File: src/rtl/core/ctok_pkg.sv
// Shared types and constants of the C subset tokenizer.
package ctok_pkg;

  // Default sizes
  localparam int unsigned PREFIX_CHARS_DEF = 8;
  localparam int unsigned QUEUE_DEPTH_DEF  = 2;
  // Longest keyword
  localparam int unsigned KW_CHARS         = 7;

  localparam logic [15:0] LEN_MAX = 16'hFFFF;
  localparam logic [30:0] NUM_MAX = 31'h7FFF_FFFF;

  // Token classes
  localparam logic [5:0] CL_ERROR      = 6'd0;
  localparam logic [5:0] CL_KW_INT     = 6'd1;
  localparam logic [5:0] CL_KW_CONST   = 6'd2;
  localparam logic [5:0] CL_KW_VOID    = 6'd3;
  localparam logic [5:0] CL_KW_CHAR    = 6'd4;
  localparam logic [5:0] CL_KW_MAIN    = 6'd5;
  localparam logic [5:0] CL_KW_IF      = 6'd6;
  localparam logic [5:0] CL_KW_ELSE    = 6'd7;
  localparam logic [5:0] CL_KW_WHILE   = 6'd8;
  localparam logic [5:0] CL_KW_SWITCH  = 6'd9;
  localparam logic [5:0] CL_KW_CASE    = 6'd10;
  localparam logic [5:0] CL_KW_DEFAULT = 6'd11;
  localparam logic [5:0] CL_KW_SCANF   = 6'd12;
  localparam logic [5:0] CL_KW_PRINTF  = 6'd13;
  localparam logic [5:0] CL_KW_RETURN  = 6'd14;
  localparam logic [5:0] CL_IDENT      = 6'd15;
  localparam logic [5:0] CL_INT        = 6'd16;
  localparam logic [5:0] CL_LE         = 6'd17;
  localparam logic [5:0] CL_LT         = 6'd18;
  localparam logic [5:0] CL_GE         = 6'd19;
  localparam logic [5:0] CL_GT         = 6'd20;
  localparam logic [5:0] CL_NE         = 6'd21;
  localparam logic [5:0] CL_EQEQ       = 6'd22;
  localparam logic [5:0] CL_ASSIGN     = 6'd23;
  localparam logic [5:0] CL_CHARLIT    = 6'd24;
  localparam logic [5:0] CL_STRING     = 6'd25;
  localparam logic [5:0] CL_PUNCT_BASE = 6'd26;

  // Characters
  localparam logic [7:0] CH_TAB    = 8'h09;
  localparam logic [7:0] CH_NL     = 8'h0A;
  localparam logic [7:0] CH_SPACE  = 8'h20;
  localparam logic [7:0] CH_BANG   = 8'h21;
  localparam logic [7:0] CH_DQUOTE = 8'h22;
  localparam logic [7:0] CH_QUOTE  = 8'h27;
  localparam logic [7:0] CH_LPAREN = 8'h28;
  localparam logic [7:0] CH_RPAREN = 8'h29;
  localparam logic [7:0] CH_STAR   = 8'h2A;
  localparam logic [7:0] CH_PLUS   = 8'h2B;
  localparam logic [7:0] CH_COMMA  = 8'h2C;
  localparam logic [7:0] CH_MINUS  = 8'h2D;
  localparam logic [7:0] CH_SLASH  = 8'h2F;
  localparam logic [7:0] CH_ZERO   = 8'h30;
  localparam logic [7:0] CH_NINE   = 8'h39;
  localparam logic [7:0] CH_COLON  = 8'h3A;
  localparam logic [7:0] CH_SEMI   = 8'h3B;
  localparam logic [7:0] CH_LT     = 8'h3C;
  localparam logic [7:0] CH_EQ     = 8'h3D;
  localparam logic [7:0] CH_GT     = 8'h3E;
  localparam logic [7:0] CH_AT     = 8'd64;
  localparam logic [7:0] CH_LBRK   = 8'd91;
  localparam logic [7:0] CH_RBRK   = 8'h5D;
  localparam logic [7:0] CH_UNDER  = 8'd95;
  localparam logic [7:0] CH_BTICK  = 8'd96;
  localparam logic [7:0] CH_LBRACE = 8'd123;
  localparam logic [7:0] CH_RBRACE = 8'h7D;

  // Input word
  typedef struct packed {
    logic [7:0] in_char;
    logic       end_of_input;
  } in_word_t;

  // Result word
  typedef struct packed {
    logic [5:0]  token_class;
    logic [15:0] token_length;
    logic [30:0] number_value;
    logic [7:0]  char_value;
    logic        last_of_run;
  } out_word_t;

  // Classified character, front to back
  typedef struct packed {
    logic [7:0] ch;
    logic       eoi;
    logic       is_space;
    logic       is_letter;
    logic       is_digit;
    logic       is_lit;
    logic       is_punct;
    logic [3:0] punct_idx;
    logic [3:0] digit;
  } cls_word_t;

  // Back-end status
  typedef struct packed {
    logic pend_valid;
    logic mode_idle;
  } back_stat_t;

  // Lexer modes
  typedef enum logic [9:0] {
    M_IDLE   = 10'b00_0000_0001,
    M_IDENT  = 10'b00_0000_0010,
    M_NUMBER = 10'b00_0000_0100,
    M_LT     = 10'b00_0000_1000,
    M_GT     = 10'b00_0001_0000,
    M_BANG   = 10'b00_0010_0000,
    M_EQ     = 10'b00_0100_0000,
    M_QUOTE1 = 10'b00_1000_0000,
    M_QUOTE2 = 10'b01_0000_0000,
    M_STRING = 10'b10_0000_0000
  } mode_e;

endpackage

File: src/rtl/core/ctok_front.sv
// Front end: accepts source words and classifies each character.
module ctok_front (
  input  logic                 in_valid_i,
  input  ctok_pkg::in_word_t   in_word_i,
  output logic                 in_stall_o,
  input  logic                 q_full_i,
  output logic                 push_o,
  output ctok_pkg::cls_word_t  push_word_o
);

  function automatic ctok_pkg::cls_word_t classify(input logic [7:0] c, input logic eoi);
    ctok_pkg::cls_word_t w;
    w           = '0;
    w.ch        = c;
    w.eoi       = eoi;
    w.is_space  = (c == ctok_pkg::CH_SPACE) || (c == ctok_pkg::CH_TAB) ||
                  (c == ctok_pkg::CH_NL);
    w.is_letter = (c > ctok_pkg::CH_AT && c < ctok_pkg::CH_LBRK) ||
                  (c == ctok_pkg::CH_UNDER) ||
                  (c > ctok_pkg::CH_BTICK && c < ctok_pkg::CH_LBRACE);
    w.is_digit  = (c >= ctok_pkg::CH_ZERO) && (c <= ctok_pkg::CH_NINE);
    w.digit     = 4'(c - ctok_pkg::CH_ZERO);
    w.is_lit    = w.is_letter || w.is_digit || (c == ctok_pkg::CH_PLUS) ||
                  (c == ctok_pkg::CH_MINUS) || (c == ctok_pkg::CH_STAR) ||
                  (c == ctok_pkg::CH_SLASH);
    // punctuation index in class order
    w.is_punct  = 1'b1;
    unique case (c)
      ctok_pkg::CH_COLON:  w.punct_idx = 4'd0;
      ctok_pkg::CH_SEMI:   w.punct_idx = 4'd1;
      ctok_pkg::CH_COMMA:  w.punct_idx = 4'd2;
      ctok_pkg::CH_PLUS:   w.punct_idx = 4'd3;
      ctok_pkg::CH_MINUS:  w.punct_idx = 4'd4;
      ctok_pkg::CH_STAR:   w.punct_idx = 4'd5;
      ctok_pkg::CH_SLASH:  w.punct_idx = 4'd6;
      ctok_pkg::CH_LPAREN: w.punct_idx = 4'd7;
      ctok_pkg::CH_RPAREN: w.punct_idx = 4'd8;
      ctok_pkg::CH_LBRK:   w.punct_idx = 4'd9;
      ctok_pkg::CH_RBRK:   w.punct_idx = 4'd10;
      ctok_pkg::CH_LBRACE: w.punct_idx = 4'd11;
      ctok_pkg::CH_RBRACE: w.punct_idx = 4'd12;
      default: begin
        w.punct_idx = 4'd0;
        w.is_punct  = 1'b0;
      end
    endcase
    return w;
  endfunction

  // Handshake: take a word whenever the queue has room
  assign in_stall_o  = q_full_i;
  assign push_o      = in_valid_i && !q_full_i;
  assign push_word_o = classify(in_word_i.in_char, in_word_i.end_of_input);

endmodule

File: src/rtl/core/ctok_fifo.sv
// Short register queue between front and back end.
module ctok_fifo #(
  parameter int unsigned WIDTH = 8,
  parameter int unsigned DEPTH = 2
) (
  input  logic                       clk_i,
  input  logic                       rst_ni,
  input  logic                       push_i,
  input  logic [WIDTH-1:0]           push_data_i,
  output logic                       full_o,
  input  logic                       pop_i,
  output logic                       valid_o,
  output logic [WIDTH-1:0]           data_o,
  output logic [$clog2(DEPTH+1)-1:0] count_o
);

  localparam int unsigned PTR_W = (DEPTH > 1) ? $clog2(DEPTH) : 1;
  localparam int unsigned CNT_W = $clog2(DEPTH + 1);

  logic [WIDTH-1:0] entry_q [DEPTH];
  logic [PTR_W-1:0] wr_ptr_q, wr_ptr_d, rd_ptr_q, rd_ptr_d;
  logic [CNT_W-1:0] count_q, count_d;
  logic             do_push, do_pop;

  assign full_o  = (count_q == CNT_W'(DEPTH));
  assign valid_o = (count_q != '0);
  assign data_o  = entry_q[rd_ptr_q];
  assign count_o = count_q;
  assign do_push = push_i && !full_o;
  assign do_pop  = pop_i && valid_o;

  // Pointer and count update
  always_comb begin
    wr_ptr_d = wr_ptr_q;
    rd_ptr_d = rd_ptr_q;
    count_d  = count_q;
    if (do_push) begin
      wr_ptr_d = (wr_ptr_q == PTR_W'(DEPTH - 1)) ? '0 : wr_ptr_q + PTR_W'(1);
    end
    if (do_pop) begin
      rd_ptr_d = (rd_ptr_q == PTR_W'(DEPTH - 1)) ? '0 : rd_ptr_q + PTR_W'(1);
    end
    if (do_push && !do_pop) begin
      count_d = count_q + CNT_W'(1);
    end else if (do_pop && !do_push) begin
      count_d = count_q - CNT_W'(1);
    end
  end

  always_ff @(posedge clk_i or negedge rst_ni) begin
    if (!rst_ni) begin
      wr_ptr_q <= '0;
      rd_ptr_q <= '0;
      count_q  <= '0;
    end else begin
      wr_ptr_q <= wr_ptr_d;
      rd_ptr_q <= rd_ptr_d;
      count_q  <= count_d;
    end
  end

  // Storage
  always_ff @(posedge clk_i) begin
    if (do_push) begin
      entry_q[wr_ptr_q] <= push_data_i;
    end
  end

endmodule

File: src/rtl/core/ctok_back.sv
// Back end: lexer state machine and token output stage.
module ctok_back #(
  parameter int unsigned PREFIX_CHARS = ctok_pkg::PREFIX_CHARS_DEF
) (
  input  logic                  clk_i,
  input  logic                  rst_ni,
  input  logic                  q_valid_i,
  input  ctok_pkg::cls_word_t   q_word_i,
  output logic                  q_pop_o,
  output logic                  out_valid_o,
  input  logic                  out_stall_i,
  output ctok_pkg::out_word_t   out_word_o,
  output ctok_pkg::back_stat_t  stat_o
);

  localparam int unsigned IDX_W = $clog2(PREFIX_CHARS);
  localparam int unsigned KW_W  = 8 * ctok_pkg::KW_CHARS;

  function automatic ctok_pkg::out_word_t mk_tok(input logic [5:0] cls, input logic [15:0] len,
                                                 input logic [30:0] num, input logic [7:0] ch);
    ctok_pkg::out_word_t t;
    t.token_class  = cls;
    t.token_length = len;
    t.number_value = num;
    t.char_value   = ch;
    t.last_of_run  = 1'b0;
    return t;
  endfunction

  // Keyword lookup on the first chars, text left-aligned in w
  function automatic logic [5:0] kw_class(input logic [KW_W-1:0] w, input logic [15:0] n);
    logic [5:0] cls;
    cls = ctok_pkg::CL_IDENT;
    if      (n == 16'd3 && w[KW_W-1 -: 24] == "int")     cls = ctok_pkg::CL_KW_INT;
    else if (n == 16'd5 && w[KW_W-1 -: 40] == "const")   cls = ctok_pkg::CL_KW_CONST;
    else if (n == 16'd4 && w[KW_W-1 -: 32] == "void")    cls = ctok_pkg::CL_KW_VOID;
    else if (n == 16'd4 && w[KW_W-1 -: 32] == "char")    cls = ctok_pkg::CL_KW_CHAR;
    else if (n == 16'd4 && w[KW_W-1 -: 32] == "main")    cls = ctok_pkg::CL_KW_MAIN;
    else if (n == 16'd2 && w[KW_W-1 -: 16] == "if")      cls = ctok_pkg::CL_KW_IF;
    else if (n == 16'd4 && w[KW_W-1 -: 32] == "else")    cls = ctok_pkg::CL_KW_ELSE;
    else if (n == 16'd5 && w[KW_W-1 -: 40] == "while")   cls = ctok_pkg::CL_KW_WHILE;
    else if (n == 16'd6 && w[KW_W-1 -: 48] == "switch")  cls = ctok_pkg::CL_KW_SWITCH;
    else if (n == 16'd4 && w[KW_W-1 -: 32] == "case")    cls = ctok_pkg::CL_KW_CASE;
    else if (n == 16'd7 && w[KW_W-1 -: 56] == "default") cls = ctok_pkg::CL_KW_DEFAULT;
    else if (n == 16'd5 && w[KW_W-1 -: 40] == "scanf")   cls = ctok_pkg::CL_KW_SCANF;
    else if (n == 16'd6 && w[KW_W-1 -: 48] == "printf")  cls = ctok_pkg::CL_KW_PRINTF;
    else if (n == 16'd6 && w[KW_W-1 -: 48] == "return")  cls = ctok_pkg::CL_KW_RETURN;
    return cls;
  endfunction

  ctok_pkg::mode_e     mode_q, mode_d;
  logic [15:0]         run_q, run_d, run_inc;
  logic [30:0]         acc_q, acc_d, acc_next;
  logic [34:0]         acc_sum;
  logic [7:0]          lit_q, lit_d;
  logic [7:0]          prefix_q [PREFIX_CHARS];
  logic [KW_W-1:0]     prefix_w;
  logic                pfx_we;
  logic [IDX_W-1:0]    pfx_idx;

  ctok_pkg::out_word_t out_q, pend_q, pre_tok, b_tok, tok_a, tok_b;
  logic                out_v_q, pend_v_q;
  logic                pre_v, b_v, do_begin, tok_a_v, tok_b_v, adv;
  ctok_pkg::mode_e     b_mode;
  logic [15:0]         b_run;
  logic [30:0]         b_acc;
  logic                b_pfx;
  logic [7:0]          c;

  assign c = q_word_i.ch;

  // Keyword window over the prefix buffer
  always_comb begin
    for (int i = 0; i < ctok_pkg::KW_CHARS; i++) begin
      prefix_w[8*(ctok_pkg::KW_CHARS-1-i) +: 8] = prefix_q[i];
    end
  end

  // Saturating counters
  assign run_inc  = (run_q == ctok_pkg::LEN_MAX) ? run_q : run_q + 16'd1;
  assign acc_sum  = {1'b0, acc_q, 3'b000} + {3'b000, acc_q, 1'b0} + 35'(q_word_i.digit);
  assign acc_next = (acc_sum > 35'(ctok_pkg::NUM_MAX)) ? ctok_pkg::NUM_MAX : acc_sum[30:0];

  // Start of a new token from the current character
  always_comb begin
    b_v    = 1'b0;
    b_tok  = mk_tok(ctok_pkg::CL_ERROR, 16'd1, '0, c);
    b_mode = ctok_pkg::M_IDLE;
    b_run  = '0;
    b_acc  = 31'(q_word_i.digit);
    b_pfx  = 1'b0;
    if (q_word_i.is_space) begin
      b_mode = ctok_pkg::M_IDLE;
    end else if (q_word_i.is_letter) begin
      b_mode = ctok_pkg::M_IDENT;
      b_run  = 16'd1;
      b_pfx  = 1'b1;
    end else if (q_word_i.is_digit) begin
      b_mode = ctok_pkg::M_NUMBER;
      b_run  = 16'd1;
    end else begin
      unique case (c)
        ctok_pkg::CH_LT:     b_mode = ctok_pkg::M_LT;
        ctok_pkg::CH_GT:     b_mode = ctok_pkg::M_GT;
        ctok_pkg::CH_BANG:   b_mode = ctok_pkg::M_BANG;
        ctok_pkg::CH_EQ:     b_mode = ctok_pkg::M_EQ;
        ctok_pkg::CH_QUOTE:  b_mode = ctok_pkg::M_QUOTE1;
        ctok_pkg::CH_DQUOTE: b_mode = ctok_pkg::M_STRING;
        default: begin
          b_v = 1'b1;
          if (q_word_i.is_punct) begin
            b_tok = mk_tok(ctok_pkg::CL_PUNCT_BASE + 6'(q_word_i.punct_idx), 16'd1, '0, c);
          end
        end
      endcase
    end
  end

  // Lexer state machine
  always_comb begin
    pre_v    = 1'b0;
    pre_tok  = mk_tok(ctok_pkg::CL_ERROR, 16'd2, '0, '0);
    do_begin = 1'b0;
    mode_d   = mode_q;
    run_d    = run_q;
    acc_d    = acc_q;
    lit_d    = lit_q;
    pfx_we   = 1'b0;
    pfx_idx  = run_q[IDX_W-1:0];
    if (q_word_i.eoi) begin
      // flush whatever is pending
      mode_d = ctok_pkg::M_IDLE;
      pre_v  = 1'b1;
      unique case (mode_q)
        ctok_pkg::M_IDENT:  pre_tok = mk_tok(kw_class(prefix_w, run_q), run_q, '0, '0);
        ctok_pkg::M_NUMBER: pre_tok = mk_tok(ctok_pkg::CL_INT, run_q, acc_q, '0);
        ctok_pkg::M_LT:     pre_tok = mk_tok(ctok_pkg::CL_LT, 16'd1, '0, ctok_pkg::CH_LT);
        ctok_pkg::M_GT:     pre_tok = mk_tok(ctok_pkg::CL_GT, 16'd1, '0, ctok_pkg::CH_GT);
        ctok_pkg::M_BANG:   pre_tok = mk_tok(ctok_pkg::CL_ERROR, 16'd1, '0, ctok_pkg::CH_BANG);
        ctok_pkg::M_EQ:     pre_tok = mk_tok(ctok_pkg::CL_ASSIGN, 16'd1, '0, ctok_pkg::CH_EQ);
        ctok_pkg::M_QUOTE1: pre_tok = mk_tok(ctok_pkg::CL_ERROR, 16'd1, '0, '0);
        ctok_pkg::M_QUOTE2: pre_tok = mk_tok(ctok_pkg::CL_ERROR, 16'd2, '0, '0);
        ctok_pkg::M_STRING: pre_tok = mk_tok(ctok_pkg::CL_ERROR, run_q, '0, '0);
        default:            pre_v   = 1'b0;
      endcase
    end else begin
      unique case (mode_q)
        ctok_pkg::M_IDENT: begin
          if (q_word_i.is_letter || q_word_i.is_digit) begin
            pfx_we = (run_q < 16'(PREFIX_CHARS));
            run_d  = run_inc;
          end else begin
            pre_v    = 1'b1;
            pre_tok  = mk_tok(kw_class(prefix_w, run_q), run_q, '0, '0);
            do_begin = 1'b1;
          end
        end
        ctok_pkg::M_NUMBER: begin
          if (q_word_i.is_digit) begin
            acc_d = acc_next;
            run_d = run_inc;
          end else begin
            pre_v    = 1'b1;
            pre_tok  = mk_tok(ctok_pkg::CL_INT, run_q, acc_q, '0);
            do_begin = 1'b1;
          end
        end
        ctok_pkg::M_LT, ctok_pkg::M_GT, ctok_pkg::M_BANG, ctok_pkg::M_EQ: begin
          pre_v = 1'b1;
          if (c == ctok_pkg::CH_EQ) begin
            mode_d = ctok_pkg::M_IDLE;
            if (mode_q == ctok_pkg::M_LT) begin
              pre_tok = mk_tok(ctok_pkg::CL_LE, 16'd2, '0, '0);
            end else if (mode_q == ctok_pkg::M_GT) begin
              pre_tok = mk_tok(ctok_pkg::CL_GE, 16'd2, '0, '0);
            end else if (mode_q == ctok_pkg::M_BANG) begin
              pre_tok = mk_tok(ctok_pkg::CL_NE, 16'd2, '0, '0);
            end else begin
              pre_tok = mk_tok(ctok_pkg::CL_EQEQ, 16'd2, '0, '0);
            end
          end else begin
            do_begin = 1'b1;
            if (mode_q == ctok_pkg::M_LT) begin
              pre_tok = mk_tok(ctok_pkg::CL_LT, 16'd1, '0, ctok_pkg::CH_LT);
            end else if (mode_q == ctok_pkg::M_GT) begin
              pre_tok = mk_tok(ctok_pkg::CL_GT, 16'd1, '0, ctok_pkg::CH_GT);
            end else if (mode_q == ctok_pkg::M_BANG) begin
              pre_tok = mk_tok(ctok_pkg::CL_ERROR, 16'd1, '0, ctok_pkg::CH_BANG);
            end else begin
              pre_tok = mk_tok(ctok_pkg::CL_ASSIGN, 16'd1, '0, ctok_pkg::CH_EQ);
            end
          end
        end
        ctok_pkg::M_QUOTE1: begin
          if (q_word_i.is_lit) begin
            lit_d  = c;
            mode_d = ctok_pkg::M_QUOTE2;
          end else begin
            pre_v  = 1'b1;
            mode_d = ctok_pkg::M_IDLE;
          end
        end
        ctok_pkg::M_QUOTE2: begin
          pre_v = 1'b1;
          if (c == ctok_pkg::CH_QUOTE) begin
            pre_tok = mk_tok(ctok_pkg::CL_CHARLIT, 16'd3, '0, lit_q);
            mode_d  = ctok_pkg::M_IDLE;
          end else begin
            do_begin = 1'b1;
          end
        end
        ctok_pkg::M_STRING: begin
          if (c == ctok_pkg::CH_DQUOTE) begin
            pre_v   = 1'b1;
            pre_tok = mk_tok(ctok_pkg::CL_STRING, run_q, '0, '0);
            mode_d  = ctok_pkg::M_IDLE;
          end else begin
            run_d = run_inc;
          end
        end
        ctok_pkg::M_IDLE: do_begin = 1'b1;
        default:          mode_d   = ctok_pkg::M_IDLE;
      endcase
    end
    // the character is lexed afresh
    if (do_begin) begin
      mode_d = b_mode;
      run_d  = b_run;
      acc_d  = b_acc;
      if (b_pfx) begin
        pfx_we  = 1'b1;
        pfx_idx = '0;
      end
    end
  end

  // Order the up to two tokens of this word
  always_comb begin
    tok_b_v = pre_v && do_begin && b_v;
    tok_a_v = pre_v || (do_begin && b_v);
    tok_a   = pre_v ? pre_tok : b_tok;
    tok_b   = b_tok;
    tok_a.last_of_run = !tok_b_v;
    tok_b.last_of_run = 1'b1;
  end

  // Pop when the output register can take this word's tokens
  assign adv     = !out_v_q || !out_stall_i;
  assign q_pop_o = q_valid_i && !pend_v_q && adv;

  always_ff @(posedge clk_i or negedge rst_ni) begin
    if (!rst_ni) begin
      mode_q   <= ctok_pkg::M_IDLE;
      out_v_q  <= 1'b0;
      pend_v_q <= 1'b0;
    end else begin
      if (q_pop_o) begin
        mode_q <= mode_d;
      end
      if (adv) begin
        if (pend_v_q) begin
          out_v_q  <= 1'b1;
          pend_v_q <= 1'b0;
        end else if (q_pop_o && tok_a_v) begin
          out_v_q  <= 1'b1;
          pend_v_q <= tok_b_v;
        end else begin
          out_v_q  <= 1'b0;
        end
      end
    end
  end

  // Payload registers
  always_ff @(posedge clk_i) begin
    if (q_pop_o) begin
      run_q <= run_d;
      acc_q <= acc_d;
      lit_q <= lit_d;
      if (pfx_we) begin
        prefix_q[pfx_idx] <= c;
      end
    end
    if (adv) begin
      if (pend_v_q) begin
        out_q <= pend_q;
      end else if (q_pop_o && tok_a_v) begin
        out_q  <= tok_a;
        pend_q <= tok_b;
      end
    end
  end

  assign out_valid_o       = out_v_q;
  assign out_word_o        = out_q;
  assign stat_o.pend_valid = pend_v_q;
  assign stat_o.mode_idle  = (mode_q == ctok_pkg::M_IDLE);

endmodule

File: src/rtl/core/c_subset_tokenizer.sv
// Top level of the streaming C subset tokenizer.
//
// Input channel: one source byte per word (in_char) plus an end_of_input
// flag; a word moves when in_valid_i is high and in_stall_o is low.
// Output channel: one token per word (class, length, integer value,
// character, last_of_run); a word moves when out_valid_o is high and
// out_stall_i is low. A character yields zero, one or two tokens.
// Throughput: one character per cycle while the output register can
// advance; a character that closes one token and emits another holds
// back the next character until its second token has moved into the
// output register. A token caused by a character passes the front queue
// register and then the lexer output register.
// Reset clears the lexer to idle and empties the queue and output stage.
// While the receiver stalls, the output word holds; the lexer stops and
// the front queue (QUEUE_DEPTH words) fills before in_stall_o rises.
module c_subset_tokenizer #(
  parameter int unsigned PREFIX_CHARS = ctok_pkg::PREFIX_CHARS_DEF,
  parameter int unsigned QUEUE_DEPTH  = ctok_pkg::QUEUE_DEPTH_DEF
) (
  input  logic                clk_i,
  input  logic                rst_ni,
  input  logic                in_valid_i,
  output logic                in_stall_o,
  input  ctok_pkg::in_word_t  in_word_i,
  output logic                out_valid_o,
  input  logic                out_stall_i,
  output ctok_pkg::out_word_t out_word_o
);

  localparam int unsigned CW    = $bits(ctok_pkg::cls_word_t);
  localparam int unsigned CNT_W = $clog2(QUEUE_DEPTH + 1);

  logic                 q_full, q_push, q_pop, q_valid;
  ctok_pkg::cls_word_t  push_word, q_word;
  logic [CW-1:0]        q_data;
  logic [CNT_W-1:0]     q_count;
  ctok_pkg::back_stat_t stat;

  ctok_front u_front (
    .in_valid_i  (in_valid_i),
    .in_word_i   (in_word_i),
    .in_stall_o  (in_stall_o),
    .q_full_i    (q_full),
    .push_o      (q_push),
    .push_word_o (push_word)
  );

  ctok_fifo #(
    .WIDTH (CW),
    .DEPTH (QUEUE_DEPTH)
  ) u_fifo (
    .clk_i       (clk_i),
    .rst_ni      (rst_ni),
    .push_i      (q_push),
    .push_data_i (push_word),
    .full_o      (q_full),
    .pop_i       (q_pop),
    .valid_o     (q_valid),
    .data_o      (q_data),
    .count_o     (q_count)
  );

  assign q_word = ctok_pkg::cls_word_t'(q_data);

  ctok_back #(
    .PREFIX_CHARS (PREFIX_CHARS)
  ) u_back (
    .clk_i       (clk_i),
    .rst_ni      (rst_ni),
    .q_valid_i   (q_valid),
    .q_word_i    (q_word),
    .q_pop_o     (q_pop),
    .out_valid_o (out_valid_o),
    .out_stall_i (out_stall_i),
    .out_word_o  (out_word_o),
    .stat_o      (stat)
  );

`ifndef SYNTHESIS
  // A second token waits only behind a shown first token
  a_pend_behind_out: assert property (@(posedge clk_i) disable iff (!rst_ni)
    stat.pend_valid |-> out_valid_o)
    else $error("pending token without output token");

  // A token not last of its run always has its partner queued
  a_not_last_pend: assert property (@(posedge clk_i) disable iff (!rst_ni)
    (out_valid_o && !out_word_o.last_of_run) |-> stat.pend_valid)
    else $error("first of two tokens without its partner");

  // End of input always returns the lexer to idle
  a_eoi_idle: assert property (@(posedge clk_i) disable iff (!rst_ni)
    (q_pop && q_word.eoi) |=> stat.mode_idle)
    else $error("lexer not idle after end of input");

  // Queue occupancy bound
  a_queue_bound: assert property (@(posedge clk_i) disable iff (!rst_ni)
    q_count <= CNT_W'(QUEUE_DEPTH))
    else $error("queue count beyond depth");
`endif

endmodule

File: config.mk
export PLATFORM = sky130hd
export DESIGN_NAME = c_subset_tokenizer
export DESIGN_NICKNAME = d
export VERILOG_FILES = /design/src/rtl/core/ctok_pkg.sv /design/src/rtl/core/ctok_front.sv /design/src/rtl/core/ctok_fifo.sv /design/src/rtl/core/ctok_back.sv /design/src/rtl/core/c_subset_tokenizer.sv
export SDC_FILE = /design/constraint.sdc
export NUM_CORES = 1
export LEC_CHECK = 0
export ABC_AREA = 1
export BUFFER_PORTS_ARGS = -buffer_cell sky130_fd_sc_hd__buf_4
export CAP_MARGIN = 10
export CORE_MARGIN = 8
export CORE_UTILIZATION = 65
export CTS_CLUSTER_DIAMETER = 100
export DETAILED_ROUTE_END_ITERATION = 10
export PLACE_DENSITY = 0.85
export SLEW_MARGIN = 20
export SYNTH_ARGS = -nofsm -noshare
export SYNTH_HDL_FRONTEND = slang
export SYNTH_HIERARCHICAL = 1
export SYNTH_SLANG_ARGS = --single-unit
File: constraint.sdc
create_clock -name clk_i -period 12.1 [get_ports clk_i]
set_input_delay 2.42 -clock clk_i [delete_from_list [all_inputs] [get_ports clk_i]]
set_output_delay 2.42 -clock clk_i [all_outputs]
set_load 0.005 [all_outputs]
==> run_summary.xml <==
<?xml version="1.0" encoding="UTF-8"?>
<metrics>
  <group name="run_status">
    <metric name="outcome" unit="">finished, final reports clean</metric>
  </group>
  <group name="setup_path">
    <metric name="logic_depth_of_the_worst_register_to_register_path" unit="">17</metric>
    <metric name="worst-setup-path-type" unit="">register to register</metric>
    <metric name="required" unit="ns">12.36</metric>
    <metric name="r2r_start" unit="">u_fifo/rd_ptr_q$_DFFE_PN0P_</metric>
    <metric name="cp_data_arrival_time" unit="ns">4.91</metric>
    <metric name="cp-end-kind" unit="">register</metric>
    <metric name="worst_setup_path_start_kind" unit="">register</metric>
    <metric name="startpoint" unit="">u_fifo/rd_ptr_q$_DFFE_PN0P_</metric>
    <metric name="r2r_end" unit="">u_back/acc_q[13]$_SDFFCE_PP0P_</metric>
    <metric name="setup.reg_to_reg.worst_slack" unit="ns">7.45</metric>
    <metric name="path_max_fanout" unit="">24</metric>
  </group>
  <group name="floorplan">
    <metric name="dieArea" unit="mm2">0.0280</metric>
    <metric name="io_pins" unit="">77</metric>
    <metric name="core_area" unit="mm2">0.0226</metric>
    <metric name="num_rows" unit="">55</metric>
    <metric name="fp.dieW" unit="um">167</metric>
    <metric name="initial_core_util" unit="">0.659</metric>
    <metric name="floorplan.die.height" unit="um">167</metric>
  </group>
  <group name="power">
    <metric name="peakVddDrop" unit="V">0.000225</metric>
    <metric name="power.density" unit="mW/mm2">307</metric>
    <metric name="total_leakage_power" unit="nW">7.01</metric>
  </group>
  <group name="clock_network">
    <metric name="htree_num_levels" unit="">1</metric>
    <metric name="numClockSinks" unit="">247</metric>
    <metric name="cts.repair_timing.setup_buffer_count" unit="">0</metric>
    <metric name="tritoncts" unit="">yes</metric>
    <metric name="post_cts_hold_buffer_count" unit="">0</metric>
    <metric name="clock_tree.buffer_depth" unit="">3</metric>
    <metric name="clock-root-buffer" unit="">sky130_fd_sc_hd__clkbuf_16</metric>
    <metric name="postCtsResizedCells" unit="">0</metric>
    <metric name="clk-insertion-delay-late" unit="ns">0.55</metric>
    <metric name="cts.clk_slew.worst_paths" unit="ns">0.06</metric>
    <metric name="cts_buffers" unit="">25</metric>
  </group>
  <group name="timing">
    <metric name="finalHoldViolations" unit="">0</metric>
    <metric name="worst_slack_on_hold_paths" unit="ns">0.471</metric>
    <metric name="rsz0062_at_grt" unit="">false</metric>
    <metric name="final_setup_violation_count" unit="">0</metric>
    <metric name="layout_min_cycle_time" unit="ns">4.65</metric>
    <metric name="slew_viol_final" unit="">0</metric>
    <metric name="post-route-period-util" unit="">0.385</metric>
    <metric name="timing.max_slew.rel_slack" unit="">0.426</metric>
    <metric name="final.setup.tns" unit="ns">0</metric>
    <metric name="fmax" unit="MHz">215</metric>
    <metric name="fin_worst_skew" unit="ns">0.0179</metric>
    <metric name="worst_slew_pin_slew" unit="ns">0.860</metric>
  </group>
  <group name="routing">
    <metric name="firstDrtPassIters" unit="">5</metric>
    <metric name="route.top_layer_used" unit="">met4</metric>
    <metric name="via_count_of_the_routed_design" unit="">12300</metric>
    <metric name="drt_wl_total" unit="um">38200</metric>
    <metric name="post_route_drc_violation_count" unit="">0</metric>
    <metric name="wl_met3" unit="um">3060</metric>
    <metric name="detailroute.wirelength.met2" unit="um">17800</metric>
    <metric name="detail-route-antenna-nets" unit="">0</metric>
    <metric name="drt_iter0_drc" unit="">1404</metric>
    <metric name="vias_per_cell" unit="">5.82</metric>
    <metric name="wl_per_cell" unit="um">18.0</metric>
    <metric name="routedLengthMet1" unit="um">16300</metric>
  </group>
  <group name="global_route">
    <metric name="global_route_wire_length_before_repair" unit="um">60500</metric>
    <metric name="grt_start_max_net_pins" unit="">48</metric>
    <metric name="grt_use_total" unit="">0.267</metric>
    <metric name="grt_antenna_before_repair" unit="">0</metric>
    <metric name="number_of_global_route_vias_before_repair" unit="">11800</metric>
    <metric name="global_route.overflow_total" unit="">0</metric>
  </group>
  <group name="layout">
    <metric name="antenna_cells" unit="">0</metric>
    <metric name="layout-drive-gt1-share" unit="">0.110</metric>
    <metric name="final_net_count" unit="">1897</metric>
    <metric name="flow.area_growth_from_synthesis" unit="%">9.80</metric>
  </group>
  <group name="yosys">
    <metric name="synth_area" unit="mm2">0.0149</metric>
    <metric name="yosys_warning_count" unit="">6</metric>
    <metric name="synth.avg_cell_area" unit="um2">8.49</metric>
    <metric name="synthesis.nets" unit="">1834</metric>
    <metric name="netlist_instances" unit="">1751</metric>
  </group>
  <group name="run">
    <metric name="max_cap_viol_count" unit="">0</metric>
  </group>
  <group name="worst_hold_path">
    <metric name="hold-path-cell-count" unit="">2</metric>
    <metric name="worst_hold_path.endpoint" unit="">u_fifo/count_o[1]$_DFFE_PN0P_</metric>
    <metric name="hp-start" unit="">u_fifo/count_o[1]$_DFFE_PN0P_</metric>
    <metric name="type_of_the_worst_min_delay_path" unit="">register to register</metric>
  </group>
  <group name="placed_design">
    <metric name="place.detailed.hpwl" unit="um">28500</metric>
    <metric name="placement.io_buffers" unit="">76</metric>
    <metric name="place_congestion" unit="">0.973</metric>
  </group>
</metrics>
## final cells by class
class,count,area (um2)
inverters,221,832
repair buffers,81,608
fillers,1731,6250
multi-input cells,1238,6380
well taps,285,357
clock inverters,15,166
flip-flops and latches,247,7340
clock buffers,30,644
## worst max path at each step
stage                                          endpoint  slack [ns]
floorplan            u_back/out_word_o[0]$_SDFFCE_PP1P_        5.67
global placement    u_back/out_word_o[31]$_SDFFCE_PP0P_        7.44
detailed placement  u_back/out_word_o[28]$_SDFFCE_PP0P_        7.32
CTS                      u_back/acc_q[19]$_SDFFCE_PP0P_        7.48
global route             u_back/acc_q[17]$_SDFFCE_PP0P_        7.17
finish                   u_back/acc_q[13]$_SDFFCE_PP0P_        7.45
## placed cells by master (no fill, tap or decap), types with 3 or more instances in the layout
master                      instances
sky130_fd_sc_hd__edfxtp_1         231
sky130_fd_sc_hd__clkbuf_1           5
sky130_fd_sc_hd__nor3_1            46
sky130_fd_sc_hd__o21ai_2            4
sky130_fd_sc_hd__inv_1            210
sky130_fd_sc_hd__or2_2              4
sky130_fd_sc_hd__nand3_1          122
sky130_fd_sc_hd__nand2_4            5
sky130_fd_sc_hd__nor3_2             8
sky130_fd_sc_hd__a31oi_1            3
sky130_fd_sc_hd__dfrtp_1           15
sky130_fd_sc_hd__ha_1              68
sky130_fd_sc_hd__nor2_4             9
sky130_fd_sc_hd__nor2_2             9
sky130_fd_sc_hd__nand3b_1           5
sky130_fd_sc_hd__nand2_2           10
sky130_fd_sc_hd__xor2_1            10
sky130_fd_sc_hd__clkinv_1           4
sky130_fd_sc_hd__nand4_1           37
sky130_fd_sc_hd__nand2_1          452
sky130_fd_sc_hd__o21ai_0           49
sky130_fd_sc_hd__clkbuf_16         25
sky130_fd_sc_hd__nor4_1             3
sky130_fd_sc_hd__inv_2             10
sky130_fd_sc_hd__clkinv_2           6
sky130_fd_sc_hd__buf_4             81
sky130_fd_sc_hd__a21o_1             3
sky130_fd_sc_hd__o21bai_1           7
sky130_fd_sc_hd__nor2_1           251
sky130_fd_sc_hd__xnor2_1           17
sky130_fd_sc_hd__bufinv_16          3
sky130_fd_sc_hd__o21ai_1           12
sky130_fd_sc_hd__a21oi_2           16
sky130_fd_sc_hd__a21oi_1           63
## metrics by stage
| step | setup slack (ns) | power [mW] | instances | area [um2] | util |
|---|---|---|---|---|---|
| floorplan | 5.67 | 3.51 | 1751 | 14900 | - |
| global placement | 7.44 | 4.13 | 2072 | 15500 | 0.687 |
| detailed placement | 7.32 | 4.19 | 2072 | 15500 | 0.687 |
| CTS | 7.48 | 4.98 | 2117 | 16300 | 0.723 |
| global route | 7.17 | 5.36 | 2117 | 16300 | 0.723 |
| finish | 7.45 | 5.01 | 2117 | 16300 | 0.723 |
## routing by layer
| layer | vias up | global-route usage |
|---|---|---|
| li1 | 5929 | - |
| met1 | 5731 | 0.362 |
| met2 | 595 | 0.442 |
| met3 | 68 | 0.0332 |
| met4 | 0 | 0.0858 |
| met5 | - | 0 |
## critical path: stages (launching register included)
cell and delay, ns:
sky130_fd_sc_hd__dfrtp_1 0.65, sky130_fd_sc_hd__inv_2 0.44, sky130_fd_sc_hd__nand2_1 0.09, sky130_fd_sc_hd__nand2_1 0.15, sky130_fd_sc_hd__inv_1 0.09, sky130_fd_sc_hd__fa_1 0.54, sky130_fd_sc_hd__inv_1 0.07, sky130_fd_sc_hd__fa_1 0.47
sky130_fd_sc_hd__nand3_1 0.11, sky130_fd_sc_hd__nand2_1 0.10, sky130_fd_sc_hd__a21oi_1 0.33, sky130_fd_sc_hd__o21ai_1 0.21, sky130_fd_sc_hd__nand2_1 0.11, sky130_fd_sc_hd__nand3_1 0.07, sky130_fd_sc_hd__nand2_1 0.07, sky130_fd_sc_hd__nand2_1 0.11
sky130_fd_sc_hd__nor2_4 0.57, sky130_fd_sc_hd__a21oi_1 0.15
## where the power goes
| part | total [mW] | internal [mW] | switching [mW] |
|---|---|---|---|
| clock | 0.771 | 0.447 | 0.324 |
| sequential | 1.47 | 1.32 | 0.155 |
| combinational | 2.76 | 0.890 | 1.87 |
## sequential cells by signal, indices dropped and copies added, names as in the netlist, 2 cells and up
name and cells:
u_back/out_word_o 62, u_back/acc_q 31, u_fifo/entry_q 44, u_back/mode_q 10
u_back/prefix_q 56, u_back/pend_q 14, u_fifo/count_o 2, u_back/run_q 16
u_back/lit_q 8
No activity file was read; power rests on OpenSTA's default activity.
